File: src/rtl/bco_geo.sv
// stage one: distances, extents and capsule geometry
module bco_geo #(
   parameter int unsigned W = 8
) (
   input  logic         clock,
   input  logic         advance,
   input  logic         a_kind,
   input  logic [W-1:0] a_x,
   input  logic [W-1:0] a_y,
   input  logic [W-1:0] a_ex,
   input  logic [W-1:0] a_ey,
   input  logic         b_kind,
   input  logic [W-1:0] b_x,
   input  logic [W-1:0] b_y,
   input  logic [W-1:0] b_ex,
   input  logic [W-1:0] b_ey,
   output logic         reject_ff,
   output logic         both_box_ff,
   output logic         both_cap_ff,
   // circle pair deltas (signed) and radius
   output logic signed [W+2:0] ddx_ff [4],
   output logic signed [W+2:0] ddy_ff [4],
   output logic [W:0]          rad_ff,
   output logic                core_ff
);
   localparam int S = W + 3;
   logic signed [S-1:0] ax, ay, bx, by, dxs, dys;
   logic [W:0] dx, dy;
   logic [W+1:0] wa, ha, wb, hb;
   logic [W-1:0] ra, rb, oxa, oya, oxb, oyb;
   logic [W:0] iwa, iha, iwb, ihb;
   logic signed [S-1:0] ddx_in [4], ddy_in [4];
   logic [W:0] rad_in;
   logic core_in, reject_in;
   // box/capsule selection
   logic         cap_is_a;
   logic signed [S-1:0] bcx, bcy, ccx, ccy, lft, rgt, top, bot, ox, oy, cx, cy;
   logic [W-1:0] bex, bey, cr;
   logic [W:0] ciw, cih;
   always_comb begin
      cx = '0; cy = '0;
      ax = S'(a_x); ay = S'(a_y); bx = S'(b_x); by = S'(b_y);
      dxs = ax - bx; dys = ay - by;
      dx = dxs[S-1] ? (W+1)'(-dxs) : (W+1)'(dxs);
      dy = dys[S-1] ? (W+1)'(-dys) : (W+1)'(dys);
      wa = a_kind ? {1'b0, a_ex, 1'b0} : (W+2)'(a_ex);
      ha = a_kind ? {1'b0, a_ey, 1'b0} : (W+2)'(a_ey);
      wb = b_kind ? {1'b0, b_ex, 1'b0} : (W+2)'(b_ex);
      hb = b_kind ? {1'b0, b_ey, 1'b0} : (W+2)'(b_ey);
      reject_in = ({1'b0, dx, 1'b0} >= {1'b0, wa} + {1'b0, wb})
         || ({1'b0, dy, 1'b0} >= {1'b0, ha} + {1'b0, hb});
      if (a_ey > a_ex) begin
         ra = a_ex; oxa = '0; oya = a_ey - a_ex;
      end else begin
         ra = a_ey; oxa = a_ex - a_ey; oya = '0;
      end
      if (b_ey > b_ex) begin
         rb = b_ex; oxb = '0; oyb = b_ey - b_ex;
      end else begin
         rb = b_ey; oxb = b_ex - b_ey; oyb = '0;
      end
      iwa = a_ey > a_ex ? {a_ex, 1'b0} : {oxa, 1'b0};
      iha = a_ey > a_ex ? {oya, 1'b0} : {a_ey, 1'b0};
      iwb = b_ey > b_ex ? {b_ex, 1'b0} : {oxb, 1'b0};
      ihb = b_ey > b_ex ? {oyb, 1'b0} : {b_ey, 1'b0};
      cap_is_a = a_kind;
      bcx = cap_is_a ? bx : ax; bcy = cap_is_a ? by : ay;
      ccx = cap_is_a ? ax : bx; ccy = cap_is_a ? ay : by;
      bex = cap_is_a ? b_ex : a_ex; bey = cap_is_a ? b_ey : a_ey;
      cr = cap_is_a ? ra : rb;
      ox = S'(cap_is_a ? oxa : oxb); oy = S'(cap_is_a ? oya : oyb);
      ciw = cap_is_a ? iwa : iwb; cih = cap_is_a ? iha : ihb;
      lft = bcx - S'(bex >> 1); rgt = bcx + S'(bex >> 1);
      top = bcy - S'(bey >> 1); bot = bcy + S'(bey >> 1);
      if (a_kind && b_kind) begin
         rad_in = (W+1)'(ra) + (W+1)'(rb);
         for (int k = 0; k < 4; k++) begin
            ddx_in[k] = (ax + ((k & 2) != 0 ? S'(oxa) : -S'(oxa)))
                      - (bx + ((k & 1) != 0 ? S'(oxb) : -S'(oxb)));
            ddy_in[k] = (ay + ((k & 2) != 0 ? S'(oya) : -S'(oya)))
                      - (by + ((k & 1) != 0 ? S'(oyb) : -S'(oyb)));
         end
         core_in = ({1'b0, dx, 1'b0} < (W+2)'(iwa) + (W+2)'(iwb))
                && ({1'b0, dy, 1'b0} < (W+2)'(iha) + (W+2)'(ihb));
      end else begin
         rad_in = (W+1)'(cr);
         for (int k = 0; k < 4; k++) begin
            cx = ccx + ((k & 1) != 0 ? ox : -ox);
            cy = ccy + ((k & 1) != 0 ? oy : -oy);
            ddx_in[k] = cx < lft ? cx - lft : (cx > rgt ? cx - rgt : '0);
            ddy_in[k] = cy < top ? cy - top : (cy > bot ? cy - bot : '0);
         end
         core_in = ({1'b0, dx, 1'b0} < (W+2)'(bex) + (W+2)'(ciw))
                && ({1'b0, dy, 1'b0} < (W+2)'(bey) + (W+2)'(cih));
      end
   end
   always_ff @(posedge clock) begin
      if (advance) begin
         reject_ff   <= reject_in;
         both_box_ff <= !a_kind && !b_kind;
         both_cap_ff <= a_kind && b_kind;
         ddx_ff      <= ddx_in;
         ddy_ff      <= ddy_in;
         rad_ff      <= rad_in;
         core_ff     <= core_in;
      end
   end
endmodule

File: config.mk
export PLATFORM = sky130hd
export DESIGN_NAME = bco_geo
export DESIGN_NICKNAME = d
export VERILOG_FILES = /design/src/rtl/bco_geo.sv
export SDC_FILE = /design/constraint.sdc
export NUM_CORES = 1
export LEC_CHECK = 0
export BUFFER_PORTS_ARGS = -buffer_cell sky130_fd_sc_hd__buf_2
export CORE_MARGIN = 4
export CORE_UTILIZATION = 50
export DETAILED_ROUTE_END_ITERATION = 10
export GPL_TIMING_DRIVEN = 0
export PLACE_DENSITY = 0.8
export SLEW_MARGIN = 30
export SYNTH_ARGS = -nofsm -noshare
export SYNTH_HDL_FRONTEND = slang
export SYNTH_SLANG_ARGS = --single-unit
File: constraint.sdc
create_clock -name clock -period 8.83 [get_ports clock]
set_input_delay 0.883 -clock clock [delete_from_list [all_inputs] [get_ports clock]]
set_output_delay 0.883 -clock clock [all_outputs]
set_load 0.02 [all_outputs]
==> results.sh <==
export IMPL_criticalPathCategory="input port to register"
export IMPL_finalCritPeriodShare_pct=92.3
export IMPL_p_per_area_nw_per_um2=309
export IMPL_critPathLaunch="a_ex[2]"
export IMPL_nets=3505
export IMPL_htreeDepth=3
export IMPL_p_leak_nw=11.8
export IMPL_drive_above_1_share_pct=9.69
export IMPL_critPathCapture="ddy_ff[11]"
export IMPL_vias=21077
export IMPL_wl_mm=71.1
export IMPL_root_buffer="clkbuf_16"
export IMPL_cts_tree="done"
export IMPL_postRouteAntennaNets=0
export IMPL_path_delay_family="compound AO/OA/AOI/OAI gates"
export IMPL_track_usage_pct=28.9
export IMPL_grt_overflow=0
export IMPL_grt_max_degree=81
export IMPL_dpl_hpwl_mm=61.3
export IMPL_hold_path_class="input port to register"
export IMPL_drtIter0Drc=2104
export IMPL_drv_slew=0
export IMPL_drcViolationCount=0
export IMPL_antenna_found_initial=4
export IMPL_avgViaCountPerCell=5.91
export IMPL_postCtsResizedCells=0
export IMPL_crit_path_end_kind="register"
export IMPL_tns_ns=0
export IMPL_grt_pass1_vias=19790
export IMPL_clockBufferDepth=2
export IMPL_setup_viol=0
export IMPL_ys_seq_elements=101
export IMPL_hold_viol=0
export IMPL_synth_edf_count=101
export IMPL_tightest_slew_ns=1.05
export IMPL_critical_path_arrival_ns=8.28
export IMPL_synth_seq_area_share_pct=13.5
export IMPL_boundaryPins=169
export IMPL_yosysUniqueCellTypes=86
export IMPL_max_freq_mhz=123
export IMPL_cp_max_fo=10
export IMPL_ys_flop_type="edfxtp_1"
export IMPL_slowest_stage="nor2_1"
export IMPL_syn_num_nets=3327
export IMPL_row_count=77
export IMPL_drt_wirelength_per_cell_um=19.9
export IMPL_status="finished, final reports clean"
export IMPL_portBuffers=166
export IMPL_crit_top_cell="a21oi_1"
export IMPL_whs_path_depth=1
export IMPL_cp_num_cells=29
export IMPL_maxSlewHeadroom_pct=30.1
export IMPL_cts_made_buffers=9
export IMPL_post_cts_buffers=0
export IMPL_netlist_area_leader_share_pct=23.7
export IMPL_core_um2=44300
export IMPL_critPathRequiredTime_ns=8.95
export IMPL_startpoint_type="input port"
export IMPL_grt_setup_unrepaired="false"
export IMPL_fp_dieH_um=220
export IMPL_synth_area_leaders="ha_1 (24%), edfxtp_1 (13%), xnor2_1 (7.0%), a21oi_1 (5.6%), inv_1 (4.6%)"
export IMPL_grt_pass1_wl_mm=108
export IMPL_synthArstFlopShare_pct=0
export IMPL_die_w_um=220
export IMPL_cts_hold_buf=0
export IMPL_synthToLayoutAreaGrowth_pct=8.48
export IMPL_fin_util_pct=55.1
export IMPL_syn_area_per_cell_um2=8.07
export IMPL_syn_area_um2=22500
export IMPL_yosysMostFrequentCell="ha_1"
export IMPL_yosys_area_top_type="ha_1"
export IMPL_max_cap_violations=0
export IMPL_crit_path_max_incr_delay_ns=0.56
export IMPL_routabilityCongestion=1.02
export IMPL_synth_top_cells_by_count="ha_1 (426), inv_1 (275), a21oi_1 (250)"
export IMPL_cts_reportedPaths_clkPinSlew_ns=0.09
export IMPL_whs_ns=0.857
export IMPL_layout_min_cycle_time_ns=8.15
export IMPL_power_mw=7.54
export IMPL_ir_worst_vdd_mv=0.198
export IMPL_ys_warn_count=0
export IMPL_synthesis_instances=2788
export IMPL_die_area_um2=48400
export IMPL_cp_num_buf_inv=6
export IMPL_dr_pass1_iters=6
export IMPL_initial_utilization_pct=50.7
export IMPL_clock_sinks=101
## per-layer routing
metal | wire length (µm) | global-route usage [%] | vias to the layer above
met5 | 0 | 0 | -
met4 | 2950 | 11.2 | 0
met3 | 6460 | 4.74 | 162
met2 | 30600 | 45.4 | 913
met1 | 31100 | 39.8 | 9841
li1 | - | - | 10161
## power by group
group          switching [mW]  internal [mW]
registers              0.0539          0.887
logic                    3.68           2.53
clock network           0.197          0.193
## per-stage QoR
stage	setup slack, ns	std cells	area, µm²
6_report	0.676	3567	24400
5_1_grt	0.213	3566	24400
4_1_cts	0.797	3563	24400
3_5_place_dp	0.412	3547	24100
3_3_place_gp	0.438	3546	24100
2_1_floorplan	2.16	2788	22500
## logic make-up after synthesis
kind of cell	count (synthesis)	share of synthesized area (%)
buf+inv	347	5.94
compound gates	826	23.6
flops	101	13.5
simple gates	685	14.5
xor+xnor	285	11.3
mux	70	3.36
fa+ha+maj	474	27.8
## sequential cells by signal (all words and copies together) (netlist names)
| signal | count |
|---|---|
| ddx_ff | 44 |
| ddy_ff | 44 |
| rad_ff | 9 |
| both_box_ff | 1 |
| both_cap_ff | 1 |
| core_ff | 1 |
| reject_ff | 1 |
## area by class of cell
class	instances	area [µm²]
fill	4218	19900
multi-input combinational	2340	18100
sequential	101	3030
inverter	276	1040
timing repair buffer	167	865
tap	592	741
buffer	71	299
clock buffer	10	229
clock inverter	6	46.3
antenna	4	10.0
## how the worst min path moves through the flow
stage | startpoint | endpoint | slack, ns
2_1_floorplan | advance | both_box_ff | 1.0
4_1_cts | advance | reject_ff | 0.86
3_5_place_dp | advance | reject_ff | 1.29
5_1_grt | advance | reject_ff | 0.87
3_3_place_gp | ddy_ff[1] | ddy_ff[1] | 1.33
6_report | advance | reject_ff | 0.86
## layout by cell type, fill, tap and decap left out, drive strengths merged, types with 10 or more instances in the layout
cell type,n
o21a,55
nand3,15
xnor2,181
mux2i,26
a21boi,23
nor2b,64
inv,277
fa,45
o21ai,183
o31ai,10
nand2b,71
mux2,44
xor2,102
buf,181
edfxtp,101
a211o,11
ha,426
a21oi,251
nor3,27
nand2,243
a31oi,26
o21bai,72
nor2,167
nand4,14
o211ai,18
or2,20
nor4,11
clkbuf,67
and2,19
a21o,104
No activity file was read; power rests on OpenSTA's default activity.
